==> config.mk <==
export PLATFORM = sky130hd
export DESIGN_NAME = nmea_position_extractor_top
export DESIGN_NICKNAME = d
export VERILOG_FILES = /design/src/rtl/npe_pkg.sv /design/src/rtl/npe_parser.sv /design/src/rtl/npe_coord_conv.sv /design/src/rtl/nmea_position_extractor_top.sv
export VERILOG_INCLUDE_DIRS = /design/src /design/src/rtl
export SDC_FILE = /design/constraint.sdc
export NUM_CORES = 2
export LEC_CHECK = 0
export ABC_AREA = 1
export ABC_CLOCK_PERIOD_IN_PS = 10450
export BUFFER_PORTS_ARGS = -buffer_cell sky130_fd_sc_hd__buf_2
export CAP_MARGIN = 10
export CORE_MARGIN = 4
export CORE_UTILIZATION = 55
export DETAILED_ROUTE_END_ITERATION = 10
export PLACE_DENSITY = 0.71
export SLEW_MARGIN = 40
export SYNTH_ARGS = -nofsm -noshare
export SYNTH_HDL_FRONTEND = slang
export SYNTH_HIERARCHICAL = 1
export SYNTH_SLANG_ARGS = --single-unit
==> constraint.sdc <==
create_clock -name clk -period 10.45 [get_ports clk]
set_clock_uncertainty 0.05 [all_clocks]
set_input_delay 1.045 -clock clk [delete_from_list [all_inputs] [get_ports clk]]
set_output_delay 1.045 -clock clk [all_outputs]
set_load 0.02 [all_outputs]
==> src/rtl/nmea_position_extractor_top_assert.svh <==
// Assertion macros for the NMEA position extractor.
// Used by nmea_position_extractor_top; no other dependencies.
`ifndef NMEA_POSITION_EXTRACTOR_TOP_ASSERT_SVH
`define NMEA_POSITION_EXTRACTOR_TOP_ASSERT_SVH

`ifndef SYNTHESIS

// checked only while out of reset
`define NPE_ASSERT(lbl, prop, msg) \
    lbl: assert property (@(posedge clk) disable iff (!rst_n) prop) else $error(msg);

// checked on every edge, reset included
`define NPE_ASSERT_ALWAYS(lbl, prop, msg) \
    lbl: assert property (@(posedge clk) prop) else $error(msg);

`else

`define NPE_ASSERT(lbl, prop, msg)
`define NPE_ASSERT_ALWAYS(lbl, prop, msg)

`endif

`endif

==> src/rtl/npe_pkg.sv <==
// Shared types and constants for the NMEA position extractor.
// No dependencies.
package npe_pkg;

    typedef enum logic [1:0] {
        PH_IDLE,
        PH_HEADER,
        PH_FIELDS
    } phase_t;

    typedef enum logic [1:0] {
        NP_INT,
        NP_FRAC,
        NP_STOP
    } num_phase_t;

    // per-stage load enables of the conversion pipeline
    typedef struct packed {
        logic ld1;
        logic ld2;
        logic ld3;
    } pipe_ctrl_t;

    localparam logic [7:0] CH_DOLLAR = 8'h24;
    localparam logic [7:0] CH_NL     = 8'h0A;
    localparam logic [7:0] CH_COMMA  = 8'h2C;
    localparam logic [7:0] CH_DOT    = 8'h2E;
    localparam logic [7:0] CH_ZERO   = 8'h30;
    localparam logic [7:0] CH_NINE   = 8'h39;
    localparam logic [7:0] CH_S      = 8'h53;
    localparam logic [7:0] CH_W      = 8'h57;

    localparam logic [0:4][7:0] HDR_GGA = {8'h47, 8'h50, 8'h47, 8'h47, 8'h41};
    localparam logic [0:4][7:0] HDR_RMC = {8'h47, 8'h50, 8'h52, 8'h4D, 8'h43};
    localparam logic [2:0] HDR_LAST = 3'd4;

    // header candidate bits: bit 0 GGA, bit 1 RMC
    localparam logic [1:0] CAND_BOTH = 2'b11;
    localparam logic [1:0] CAND_NONE = 2'b00;

    localparam logic KIND_GGA = 1'b0;
    localparam logic KIND_RMC = 1'b1;

    localparam logic [3:0] FIELD_MAX = 4'd15;
    localparam logic [3:0] FIELD_LAT = 4'd2;
    localparam logic [9:0] DEG_MAX   = 10'd999;
    localparam logic [1:0] DIR_ONE   = 2'd1;
    localparam logic [1:0] DIR_MANY  = 2'd2;

    localparam logic [23:0] TEN_POW7 = 24'd10000000;
    // ceil(2^32 / 15); exact floor(x / 15) for x below 3.0e8
    localparam logic [31:0] RECIP_15 = 32'd286331154;

    // weight of the fraction value when cnt digits were taken: 10^(7-cnt)
    function automatic logic [23:0] frac_scale(input logic [2:0] cnt);
        logic [23:0] s;
        case (cnt)
            3'd0:    s = 24'd10000000;
            3'd1:    s = 24'd1000000;
            3'd2:    s = 24'd100000;
            3'd3:    s = 24'd10000;
            3'd4:    s = 24'd1000;
            3'd5:    s = 24'd100;
            3'd6:    s = 24'd10;
            default: s = 24'd1;
        endcase
        return s;
    endfunction

endpackage

==> src/rtl/npe_parser.sv <==
// Character-level sentence parser: header match, field count, coordinate text.
// Depends on npe_pkg.
module npe_parser #(
    parameter int FRACTION_DIGITS = 5,
    parameter int FW = 17,
    parameter int CW = 3
) (
    input  logic                   clk,
    input  logic                   rst_n,
    input  logic                   byte_fire,
    input  logic [7:0]             rx_byte,
    output logic                   emit,
    output logic                   kind,
    output logic [1:0][9:0]        deg,
    output logic [1:0][3:0]        min_tens,
    output logic [1:0][3:0]        min_ones,
    output logic [1:0][FW-1:0]     frac,
    output logic [1:0][CW-1:0]     frac_cnt,
    output logic [1:0]             negative
);
    import npe_pkg::*;

    phase_t                phase_reg, phase_next;
    logic [2:0]            pos_reg, pos_next;
    logic [1:0]            cand_reg, cand_next;
    logic [3:0]            fn_reg, fn_next;
    logic [1:0][9:0]       deg_reg, deg_next;
    logic [1:0][3:0]       tens_reg, tens_next;
    logic [1:0][3:0]       ones_reg, ones_next;
    logic [1:0][FW-1:0]    frac_reg, frac_next;
    logic [1:0][CW-1:0]    cnt_reg, cnt_next;
    num_phase_t [1:0]      np_reg, np_next;
    logic [1:0]            pres_reg, pres_next;
    logic [1:0]            neg_reg, neg_next;
    logic [1:0][1:0]       dlen_reg, dlen_next;

    logic [1:0]  cand_hdr;
    logic        is_digit;
    logic [3:0]  digit;
    logic [3:0]  base;
    logic [1:0][3:0] nf;
    logic [1:0][3:0] df;
    logic [1:0]  pres_eff;
    logic [13:0] deg_wide;

    assign cand_hdr = cand_reg & {rx_byte == HDR_RMC[pos_reg], rx_byte == HDR_GGA[pos_reg]};
    assign is_digit = (rx_byte >= CH_ZERO) && (rx_byte <= CH_NINE);
    assign digit    = rx_byte[3:0];
    assign kind     = cand_reg[0] ? KIND_GGA : KIND_RMC;
    assign base     = FIELD_LAT + {3'd0, kind};

    always_comb
    begin
        for (int c = 0; c < 2; c++)
        begin
            nf[c] = base + 4'(2 * c);
            df[c] = nf[c] + 4'd1;
            // a field still open at newline counts as empty
            pres_eff[c] = pres_reg[c] && (fn_reg != nf[c]);
            negative[c] = neg_reg[c] && (fn_reg != df[c]);
        end
    end

    assign emit     = (rx_byte == CH_NL) && (phase_reg == PH_FIELDS) && (&pres_eff);
    assign deg      = deg_reg;
    assign min_tens = tens_reg;
    assign min_ones = ones_reg;
    assign frac     = frac_reg;
    assign frac_cnt = cnt_reg;

    // next state
    always_comb
    begin
        phase_next = phase_reg;
        if (rx_byte == CH_DOLLAR)
        begin
            phase_next = PH_HEADER;
        end
        else if (rx_byte == CH_NL)
        begin
            phase_next = PH_IDLE;
        end
        else
        begin
            unique case (phase_reg)
                PH_HEADER:
                begin
                    if (cand_hdr == CAND_NONE)
                        phase_next = PH_IDLE;
                    else if (pos_reg == HDR_LAST)
                        phase_next = PH_FIELDS;
                end
                PH_IDLE, PH_FIELDS: phase_next = phase_reg;
                default:            phase_next = PH_IDLE;
            endcase
        end
    end

    // datapath
    always_comb
    begin
        pos_next  = pos_reg;
        cand_next = cand_reg;
        fn_next   = fn_reg;
        deg_next  = deg_reg;
        tens_next = tens_reg;
        ones_next = ones_reg;
        frac_next = frac_reg;
        cnt_next  = cnt_reg;
        np_next   = np_reg;
        pres_next = pres_reg;
        neg_next  = neg_reg;
        dlen_next = dlen_reg;
        deg_wide  = '0;

        if (rx_byte == CH_DOLLAR || rx_byte == CH_NL)
        begin
            pos_next  = '0;
            cand_next = CAND_BOTH;
            fn_next   = '0;
            if (rx_byte == CH_DOLLAR)
            begin
                deg_next  = '0;
                tens_next = '0;
                ones_next = '0;
                frac_next = '0;
                cnt_next  = '0;
                np_next   = '{NP_INT, NP_INT};
                pres_next = '0;
                neg_next  = '0;
                dlen_next = '0;
            end
        end
        else
        begin
            unique case (phase_reg)
                PH_HEADER:
                begin
                    if (cand_hdr == CAND_NONE)
                    begin
                        pos_next  = '0;
                        cand_next = CAND_BOTH;
                    end
                    else if (pos_reg == HDR_LAST)
                    begin
                        cand_next = cand_hdr;
                        fn_next   = '0;
                        deg_next  = '0;
                        tens_next = '0;
                        ones_next = '0;
                        frac_next = '0;
                        cnt_next  = '0;
                        np_next   = '{NP_INT, NP_INT};
                        pres_next = '0;
                        neg_next  = '0;
                        dlen_next = '0;
                    end
                    else
                    begin
                        cand_next = cand_hdr;
                        pos_next  = pos_reg + 3'd1;
                    end
                end
                PH_FIELDS:
                begin
                    for (int c = 0; c < 2; c++)
                    begin
                        if (rx_byte == CH_COMMA)
                        begin
                            if (fn_reg == df[c] && dlen_reg[c] != DIR_ONE)
                                neg_next[c] = 1'b0;
                        end
                        else if (fn_reg == nf[c])
                        begin
                            pres_next[c] = 1'b1;
                            case (np_reg[c])
                                NP_INT:
                                begin
                                    if (is_digit)
                                    begin
                                        // shift one decimal digit through ddd|m|m
                                        deg_wide = 14'(deg_reg[c]) * 14'd10 + 14'(tens_reg[c]);
                                        if (deg_wide > 14'(DEG_MAX))
                                        begin
                                            deg_next[c]  = DEG_MAX;
                                            tens_next[c] = 4'd9;
                                            ones_next[c] = 4'd9;
                                        end
                                        else
                                        begin
                                            deg_next[c]  = deg_wide[9:0];
                                            tens_next[c] = ones_reg[c];
                                            ones_next[c] = digit;
                                        end
                                    end
                                    else if (rx_byte == CH_DOT)
                                        np_next[c] = NP_FRAC;
                                    else
                                        np_next[c] = NP_STOP;
                                end
                                NP_FRAC:
                                begin
                                    if (is_digit)
                                    begin
                                        if (cnt_reg[c] < CW'(FRACTION_DIGITS))
                                        begin
                                            frac_next[c] = frac_reg[c] * FW'(10) + FW'(digit);
                                            cnt_next[c]  = cnt_reg[c] + CW'(1);
                                        end
                                    end
                                    else
                                        np_next[c] = NP_STOP;
                                end
                                default: ;
                            endcase
                        end
                        else if (fn_reg == df[c])
                        begin
                            if (dlen_reg[c] == 2'd0 && (rx_byte == CH_S || rx_byte == CH_W))
                                neg_next[c] = 1'b1;
                            if (dlen_reg[c] < DIR_MANY)
                                dlen_next[c] = dlen_reg[c] + 2'd1;
                        end
                    end
                    if (rx_byte == CH_COMMA && fn_reg < FIELD_MAX)
                        fn_next = fn_reg + 4'd1;
                end
                default: ;
            endcase
        end
    end

    always_ff @(posedge clk or negedge rst_n)
    begin
        if (!rst_n)
        begin
            phase_reg <= PH_IDLE;
            pos_reg   <= '0;
            cand_reg  <= CAND_BOTH;
            fn_reg    <= '0;
            deg_reg   <= '0;
            tens_reg  <= '0;
            ones_reg  <= '0;
            frac_reg  <= '0;
            cnt_reg   <= '0;
            np_reg    <= '{NP_INT, NP_INT};
            pres_reg  <= '0;
            neg_reg   <= '0;
            dlen_reg  <= '0;
        end
        else if (byte_fire)
        begin
            phase_reg <= phase_next;
            pos_reg   <= pos_next;
            cand_reg  <= cand_next;
            fn_reg    <= fn_next;
            deg_reg   <= deg_next;
            tens_reg  <= tens_next;
            ones_reg  <= ones_next;
            frac_reg  <= frac_next;
            cnt_reg   <= cnt_next;
            np_reg    <= np_next;
            pres_reg  <= pres_next;
            neg_reg   <= neg_next;
            dlen_reg  <= dlen_next;
        end
    end

endmodule

==> src/rtl/npe_coord_conv.sv <==
// Three-stage conversion of one coordinate to signed 1e-7 degree units.
// Depends on npe_pkg.
module npe_coord_conv #(
    parameter int FW = 17,
    parameter int CW = 3
) (
    input  logic                    clk,
    input  npe_pkg::pipe_ctrl_t     ctrl,
    input  logic [9:0]              deg,
    input  logic [3:0]              min_tens,
    input  logic [3:0]              min_ones,
    input  logic [FW-1:0]           frac,
    input  logic [CW-1:0]           frac_cnt,
    input  logic                    negative,
    output logic signed [34:0]      value
);
    import npe_pkg::*;

    logic [6:0]  minutes;
    logic [29:0] n_next, n_reg;
    logic [9:0]  deg1_reg, deg2_reg;
    logic        neg1_reg, neg2_reg;
    logic [59:0] prod;
    logic [23:0] q_next, q_reg;
    logic [34:0] v;
    logic [34:0] value_next, value_reg;

    // stage 1: minutes scaled by 1e7 (fraction aligned to 1e-7 minute)
    assign minutes = 7'(min_tens) * 7'd10 + 7'(min_ones);
    assign n_next  = 30'(minutes) * 30'(TEN_POW7)
                   + 30'(frac) * 30'(frac_scale(3'(frac_cnt)));

    // stage 2: divide by 60 as shift by 2 then reciprocal of 15
    assign prod   = {32'd0, n_reg[29:2]} * {28'd0, RECIP_15};
    assign q_next = prod[55:32];

    // stage 3: add whole degrees and apply the sign
    assign v          = 35'(deg2_reg) * 35'(TEN_POW7) + 35'(q_reg);
    assign value_next = neg2_reg ? (35'd0 - v) : v;

    always_ff @(posedge clk)
    begin
        if (ctrl.ld1)
        begin
            n_reg    <= n_next;
            deg1_reg <= deg;
            neg1_reg <= negative;
        end
        if (ctrl.ld2)
        begin
            q_reg    <= q_next;
            deg2_reg <= deg1_reg;
            neg2_reg <= neg1_reg;
        end
        if (ctrl.ld3)
            value_reg <= value_next;
    end

    assign value = value_reg;

endmodule

==> src/rtl/nmea_position_extractor_top.sv <==
// NMEA 0183 position extractor: top level with pipeline control.
// Depends on npe_pkg, npe_parser, npe_coord_conv and the assertion macro header.
//
// Input channel in_valid/in_ready carries one received character (rx_byte) per
// transfer. $GPGGA and $GPRMC sentences are followed; at newline, when both the
// latitude and longitude fields were given, one result goes out on out_valid/
// out_ready: latitude and longitude in signed 1e-7 degree units and
// sentence_kind (0 GGA, 1 RMC). Other characters give no result.
// Throughput: one character per cycle while in_ready is high. After the newline
// transfer, a result passes through the three conversion registers (scaling
// multiply, reciprocal divide by 60, degree add and sign) before out_valid rises.
// Reset clears the parser to idle and empties the pipeline; no clearing pass.
// When out_ready stays low, the result holds on the output register and
// bubbles ahead of it fill; in_ready drops only when all three stages are full.
`include "nmea_position_extractor_top_assert.svh"

module nmea_position_extractor_top #(
    parameter int FRACTION_DIGITS = 5
) (
    input  logic               clk,
    input  logic               rst_n,
    input  logic               in_valid,
    output logic               in_ready,
    input  logic [7:0]         rx_byte,
    output logic               out_valid,
    input  logic               out_ready,
    output logic signed [34:0] latitude,
    output logic signed [34:0] longitude,
    output logic               sentence_kind
);
    import npe_pkg::*;

    localparam int FW = $clog2(10 ** FRACTION_DIGITS);
    localparam int CW = $clog2(FRACTION_DIGITS + 1);

    logic               in_fire;
    logic               emit_now;
    logic               kind;
    logic [1:0][9:0]    deg;
    logic [1:0][3:0]    min_tens;
    logic [1:0][3:0]    min_ones;
    logic [1:0][FW-1:0] frac;
    logic [1:0][CW-1:0] frac_cnt;
    logic [1:0]         negative;

    logic v1_reg, v2_reg, v3_reg;
    logic k1_reg, k2_reg, k3_reg;
    logic en1, en2, en3;
    pipe_ctrl_t ctrl;

    assign en3      = !v3_reg || out_ready;
    assign en2      = !v2_reg || en3;
    assign en1      = !v1_reg || en2;
    assign in_ready = en1;
    assign in_fire  = in_valid && in_ready;
    assign ctrl     = '{ld1: en1, ld2: en2, ld3: en3};

    npe_parser #(
        .FRACTION_DIGITS(FRACTION_DIGITS),
        .FW(FW),
        .CW(CW)
    ) u_parser (
        .clk(clk),
        .rst_n(rst_n),
        .byte_fire(in_fire),
        .rx_byte(rx_byte),
        .emit(emit_now),
        .kind(kind),
        .deg(deg),
        .min_tens(min_tens),
        .min_ones(min_ones),
        .frac(frac),
        .frac_cnt(frac_cnt),
        .negative(negative)
    );

    npe_coord_conv #(
        .FW(FW),
        .CW(CW)
    ) u_conv_lat (
        .clk(clk),
        .ctrl(ctrl),
        .deg(deg[0]),
        .min_tens(min_tens[0]),
        .min_ones(min_ones[0]),
        .frac(frac[0]),
        .frac_cnt(frac_cnt[0]),
        .negative(negative[0]),
        .value(latitude)
    );

    npe_coord_conv #(
        .FW(FW),
        .CW(CW)
    ) u_conv_lon (
        .clk(clk),
        .ctrl(ctrl),
        .deg(deg[1]),
        .min_tens(min_tens[1]),
        .min_ones(min_ones[1]),
        .frac(frac[1]),
        .frac_cnt(frac_cnt[1]),
        .negative(negative[1]),
        .value(longitude)
    );

    always_ff @(posedge clk or negedge rst_n)
    begin
        if (!rst_n)
        begin
            v1_reg <= 1'b0;
            v2_reg <= 1'b0;
            v3_reg <= 1'b0;
        end
        else
        begin
            if (en1)
                v1_reg <= in_fire && emit_now;
            if (en2)
                v2_reg <= v1_reg;
            if (en3)
                v3_reg <= v2_reg;
        end
    end

    always_ff @(posedge clk)
    begin
        if (en1)
            k1_reg <= kind;
        if (en2)
            k2_reg <= k1_reg;
        if (en3)
            k3_reg <= k2_reg;
    end

    assign out_valid     = v3_reg;
    assign sentence_kind = k3_reg;

    `NPE_ASSERT(a_no_spurious_result, in_fire && !emit_now |=> !v1_reg, "result from a non-emitting byte")
    `NPE_ASSERT(a_result_enters, in_fire && emit_now |=> v1_reg, "completed sentence lost")
    `NPE_ASSERT(a_out_from_stage2, $rose(out_valid) |-> $past(v2_reg), "result skipped a stage")
    `NPE_ASSERT_ALWAYS(a_ready_when_empty_out, !out_valid |-> in_ready, "input stalled with free output")

endmodule
Word level (Yosys, flattened, before mapping)
Memories as Yosys holds them, arrays and structs flattened.
Index checks and enable logic that the tools add are counted.
{"block": "op_classes", "order_cmp": 10, "muxes": 141, "n_reduce_logical": 50, "multipliers": 14, "n_bitwise": 2, "eq_ne": 72, "addsub": 22}
{"operator": "24-bit one-hot mux with 7 select lines", "n": 2}
{"operator": "17-bit two-way mux", "n": 10}
{"operator": "34-bit two-way mux", "n": 4}
{"operator": "28-bit by 28-bit multiplier with 55-bit output (second input constant)", "n": 2}
{"operator": "4-bit two-way mux", "n": 27}
{"operator": "10-bit two-way mux", "n": 10}
{"operator": "20-bit two-way mux", "n": 4}
{"operator": "8-bit two-way mux", "n": 9}
{"operator": "34-bit by 24-bit adder with 35-bit output", "n": 2}
{"operator": "35-bit two-way mux", "n": 2}
{"operator": "1-bit by 35-bit subtractor with 35-bit output (first input constant)", "n": 2}
{"operator": "34-bit one-hot mux with 2 select lines", "n": 1}
{"operator": "30-bit adder", "n": 2}
{"operator": "17-bit by 24-bit multiplier with 30-bit output", "n": 2}
{"operator": "4-bit inequality test (second input constant)", "n": 14}
{"operator": "10-bit by 17-bit multiplier with 27-bit output (second input constant)", "n": 2}
{"operator": "2-bit two-way mux", "n": 27}
{"operator": "9-bit AND reduction", "n": 6}
{"operator": "3-bit inequality test (second input constant)", "n": 17}
{"operator": "7-bit by 17-bit multiplier with 23-bit output (second input constant)", "n": 2}
{"operator": "3-bit two-way mux", "n": 14}
{"operator": "20-bit one-hot mux with 2 select lines", "n": 1}
{"operator": "10-bit AND reduction", "n": 4}
{"operator": "17-bit by 4-bit adder with 17-bit output", "n": 2}
{"operator": "52 further kinds", "n": 143}
{"block": "totals", "input_bits": 12, "mem_bits_ro": 128, "memories": 2, "elab_cells": 355, "out_inout_bits": 73, "ff_bits": 327}
{"name": "(no name shown)", "depth": 8, "width": 8, "rd": 1, "rd_ports_with_merged_regs": 0, "write_ports": 0, "line": "npe_parser.sv:46", "source": "assign cand_hdr = cand_reg & {rx_byte == HDR_RMC[pos_reg], rx_byte == HDR_GGA[pos_reg]};"}
{"name": "(no name shown)", "depth": 8, "width": 8, "rd": 1, "rd_ports_with_merged_regs": 0, "write_ports": 0, "line": "npe_parser.sv:46"}

Depth between registers and ports, before layout
{"block": "logic_depth", "depth_word": 11, "ltp_mapped": 44, "depth_no_buf": 44}

Hierarchy
Netlist, hierarchy kept.
{"mod": "npe_coord_conv (u_conv_lon)", "cells_each": 3528, "n_inst": 1, "seq_area_each_um2": 3273.1, "area_each_um2": 29179.2}
{"mod": "npe_coord_conv (u_conv_lat)", "cells_each": 3550, "n_inst": 1, "seq_area_each_um2": 3273.1, "area_each_um2": 29137.9}
{"mod": "npe_parser", "cells_each": 1300, "n_inst": 1, "seq_area_each_um2": 2479.9, "area_each_um2": 9100.0}
{"mod": "nmea_position_extractor_top", "cells_each": 18, "n_inst": 1, "seq_area_each_um2": 165.2, "area_each_um2": 220.2}

Worst setup path before layout
OpenSTA, ideal clock, no wires.
{"block": "synth_timing", "path_kind": "register to register", "startpoint": "reg u_parser.tens_reg (netlist bit u_parser/min_tens[1])", "endpoint": "reg u_conv_lat.n_reg[29] (data pin)", "path_stages_with_launch": 40, "t_arrival_ps": 8848, "slack_ps": 1300, "path_cell_list": "dfrtp_1 -> ha_1 -> ha_1 -> inv_1 -> fa_1 -> nor2_1 -> xor2_1 -> ha_1 -> inv_1 -> fa_1 -> inv_1 -> fa_1 -> fa_1 -> ha_1 -> nand2_1 -> o21ai_0 -> a21oi_1 -> o21ai_0 -> [4 not listed] -> inv_1 -> fa_1 -> fa_1 -> inv_1 -> ha_1 -> nand2_1 -> nor2_1 -> and3_1 -> nand4_1 -> nand3_1 -> nand3_1 -> nand2_1 -> a21boi_0 -> o21bai_1 -> a21oi_1 -> inv_1 -> nand3_1 -> nand2_1"}
{"block": "synth_via", "elab_chain_len": 4}
{"element": "start, declared", "line": "npe_parser.sv:28", "source": "logic [1:0][3:0] tens_reg, tens_next;"}
{"element": "start signal, assigned", "line": "npe_parser.sv:258", "source": "tens_reg <= tens_next;"}
{"element": "4-bit by 3-bit multiplier with 6-bit output", "line": "npe_coord_conv.sv:29", "source": "assign minutes = 7'(min_tens) * 7'd10 + 7'(min_ones);"}
{"element": "7-bit by 4-bit adder with 7-bit output", "line": "npe_coord_conv.sv:29"}
{"element": "7-bit by 17-bit multiplier with 23-bit output", "line": "npe_coord_conv.sv:30", "source": "assign n_next = 30'(minutes) * 30'(TEN_POW7)"}
{"element": "30-bit adder", "line": "npe_coord_conv.sv:31", "source": "+ 30'(frac) * 30'(frac_scale(3'(frac_cnt)));"}
{"element": "net u_conv_lat.n_next[29]", "line": "npe_coord_conv.sv:20", "source": "logic [29:0] n_next, n_reg;"}
{"element": "end signal, assigned", "line": "npe_coord_conv.sv:45", "source": "n_reg <= n_next;"}
{"element": "end, declared", "line": "npe_coord_conv.sv:20"}
The timed path passes the listed nets, and every way through them passes these cells.
A chain may end at the register's enable or synchronous reset.

Worst setup path after layout
Same ends and word-level chain as after synthesis.

==> summary.txt <==
GRT
  – Vias in the first global route: around 55000
  – Initial antenna violation count: 2
  – Aggregate global-route resource usage: between 20% and 30%
  – Global-route wire length before repair: 280700 µm
  – Largest net degree at the start of global routing: between 70 and 80
  – Gr ovfl total: 0

Critical path
  – RR Endpoint: u_conv_lat/n_reg[29]
  – R2R setup slack: around 770 ps
  – Crit Reg-Reg Startpoint: u_parser/min_tens[1]
  – Required @ worst endpoint: 10750 ps
  – Critical path peak fanout: 7
  – R2R depth: 39
  – Critical path's most frequent cell: fa_1
  – Element type at the critical path start: flop
  – Setup crit end kind: flop
  – WP data arrival: about 10000 ps
  – CP startpoint: u_parser/min_tens[1]
  – Kind of critical path: reg -> reg
  – Max incr delay on CP: ~550 ps
  – CP max-delay cell: fa_1

Detailed routing
  – Detailed Route WL: between 150000 and 200000 µm
  – Remaining DRCs: 0
  – Drt first pass iters: 6
  – Post-DRT Antenna Nets: 0
  – Vias/cell: roughly 5.2
  – Initial drt markers: around 3400
  – WL/cell: ~17 µm
  – Vias: around 53000

STA
  – Hold Fails Final Rpt: 0
  – Pins over their slew limit: 0
  – Fin crit period: just under 10000 ps
  – Max Fclk: roughly 100 MHz
  – WHS: approximately 370 ps
  – Total Neg Setup Slack: 0 ps
  – Slew headroom: between 40 and 50%
  – RSZ-0062 raised after global routing: false
  – Worst-Margin Slew: approximately 840 ps
  – Final setup viols: 0
  – Fin crit share: just over 90%

Layout
  – Non-filler cells, final: 10120
  – Fraction of layout cells with a size suffix above 1: 5.439%
  – Area Growth Syn to Fin: 5.472%
  – Final Instance Area: 71340 µm²
  – N_diodes: 0
  – Post-layout net count: approximately 10000

Clock tree
  – Longest Clk Path Bufs: 3
  – Post-CTS Resized: 0
  – Post CTS Setup Buffer Count: 0
  – CTS Sinks: 323
  – Clk slew on worst S/H paths: approximately 50 ps
  – CTS tree: done
  – Total CTS buffers: 41
  – Hold-fix buffers, CTS: 0
  – Worst skew pair latency: ~610 ps
  – H-Tree Depth: 2
  – CTS root buf: clkbuf_16

Place
  – Final HPWL DP: ~150000 µm
  – Placed Area: 69880 µm²
  – Placed Cells: about 10000
  – Port Buf Inserts: 84
  – Final GP Congestion: 0.9703

Synthesis
  – Register bit total from synthesis: between 300 and 400
  – Avg Inst Size Synth: 8.056 µm²
  – Ys flop type: edfxtp_1
  – Unique masters post-synth: 74
  – Leading post-synthesis cells by cell area: fa_1, ha_1, inv_1
  – Top cell type's share of synthesized area: around 26%
  – Asr flop ratio synth: between 30% and 40%
  – Register area share after synthesis: between 10% and 20%
  – Post-Synthesis Cells: around 8400
  – Post-Syn Area: approximately 68000 µm²
  – Yosys warnings: 6
  – Synth area leader: fa_1
  – Syn nets: approximately 10000
  – EDFF count, synth: between 200 and 250

Hold path
  – Worst Hold Class: reg -> reg
  – Hold_sp: u_conv_lat/deg1_reg[6]
  – Worst Hold Path EP: u_conv_lat/deg2_reg[6]
  – Hold Crit Depth: 0

Pwr
  – Sequential share of power: a little under half
  – Power, Total: ~3 mW
  – Combinational share of power: 4.4%
  – Worst VDD drop: 0.1046 mV
  – NetSw: roughly 700 µW
  – Sw Share: a little under a quarter
  – Clock share of power: about 50%
  – Int Pwr: around 2.3 mW
  – Power Density: 42.43 nW/µm²
  – Leak: about 40 nW

Run
  – Max-cap violation count: 0

Floorplanning
  – Top Ports: 85
  – Row count: roughly 130
  – Chip Width: 358.7 µm
  – Initial core utilization: 55.42%
  – Die area: 128700 µm²
  – Die Ht: 358.7 µm
  – Core Region: between 100000 and 150000 µm²

Outcome
  – Status: complete, no violations
per-stage QoR:
step                utilization, %  setup slack (ps)
finish                       58.46             767.6
global route                 58.46             96.80
CTS                          58.44             782.4
detailed placement           57.26             831.1
floorplan                        -              1300
global placement             57.22             858.7
cells by family after synthesis:
kind of cell | count (synthesis) | share of synthesized area [%]
other | 2 | 0.01110
DFF | 323 | 13.59
and+or+nand+nor | 2887 | 18.45
adders and majority gates | 1935 | 45.47
AOI/OAI and AO/OA | 688 | 5.818
buffers and inverters | 2262 | 12.72
xor gates and xnor gates | 299 | 3.937
power by group through the flow:
stage	Clock (mW)	Combinational, mW	Sequential, mW
floorplan	0	0.0804	1.40
global placement	0	0.127	1.40
detailed placement	0	0.130	1.40
CTS	1.56	0.131	1.38
global route	1.61	0.145	1.38
finish	1.51	0.133	1.38
cells in the final DEF (no fill, tap or decap), types with 14 or more instances in the layout:
| master | count |
|---|---|
| dfrtp_1 | 100 |
| o21ai_0 | 159 |
| clkinv_1 | 16 |
| xor2_1 | 196 |
| a21oi_1 | 311 |
| buf_2 | 83 |
| a31oi_1 | 57 |
| fa_1 | 872 |
| o21ai_2 | 18 |
| nand3_1 | 259 |
| nor3_1 | 46 |
| nand3b_1 | 35 |
| xnor2_1 | 98 |
| nor2_1 | 704 |
| ha_1 | 1063 |
| o21ai_1 | 23 |
| nor2_4 | 19 |
| nand2_2 | 85 |
| inv_2 | 54 |
| nand3_2 | 16 |
| clkbuf_16 | 44 |
| nor2_2 | 37 |
| edfxtp_1 | 221 |
| o211ai_1 | 14 |
| a21o_1 | 15 |
| nand2_1 | 1528 |
| o21bai_1 | 16 |
| inv_1 | 2113 |
| buf_4 | 16 |
| nand4_1 | 91 |
worst max-delay path: cells and delay by family (launching register included):
family                     cells  cell delay, ps
xor gates and xnor gates       2             380
buffers and inverters          7             540
DFF                            1             460
adders and majority gates     14            5670
and+or+nand+nor                7             680
AOI/OAI and AO/OA              9            1650
synthesized netlist by cell type (all sizes together) (57+ instances only):
cell / instances
inv: 2168
nand2: 1623
ha: 1063
fa: 872
nor2: 760
a21oi: 320
nand3: 280
edfxtp: 221
o21ai: 202
xor2: 196
xnor2: 102
dfrtp: 100
nand4: 98
a31oi: 57
cell type report:
cell class	instances	area, µm²
clock inverters	20	230.2
fillers	11230	50700
flip-flops and latches	323	9191
inverters	2182	8193
well taps	1625	2033
repair buffers	102	578.1
clock buffers	56	1206
multi-input cells	5811	49910
how the worst max path moves through the flow:
| stage | depth (start not counted) | to | slack, ps |
|---|---|---|---|
| after floorplan | 39 | u_conv_lat/n_reg[29] | 1300 |
| after global placement | 39 | u_conv_lat/n_reg[29] | 860 |
| after detailed placement | 39 | u_conv_lat/n_reg[29] | 830 |
| after CTS | 39 | u_conv_lat/n_reg[29] | 780 |
| after global routing | 39 | u_conv_lat/n_reg[29] | 100 |
| final | 39 | u_conv_lat/n_reg[29] | 770 |
layer usage:
layer	global-route usage (%)	vias to the layer above	part of all wire [%]
met5	0	-	0.012
met4	7.344	2	2.8
met3	3.262	285	5.8
met2	45.11	1480	46
met1	37.62	25240	45
li1	-	25960	-
Power figures use the tool's default switching activity.
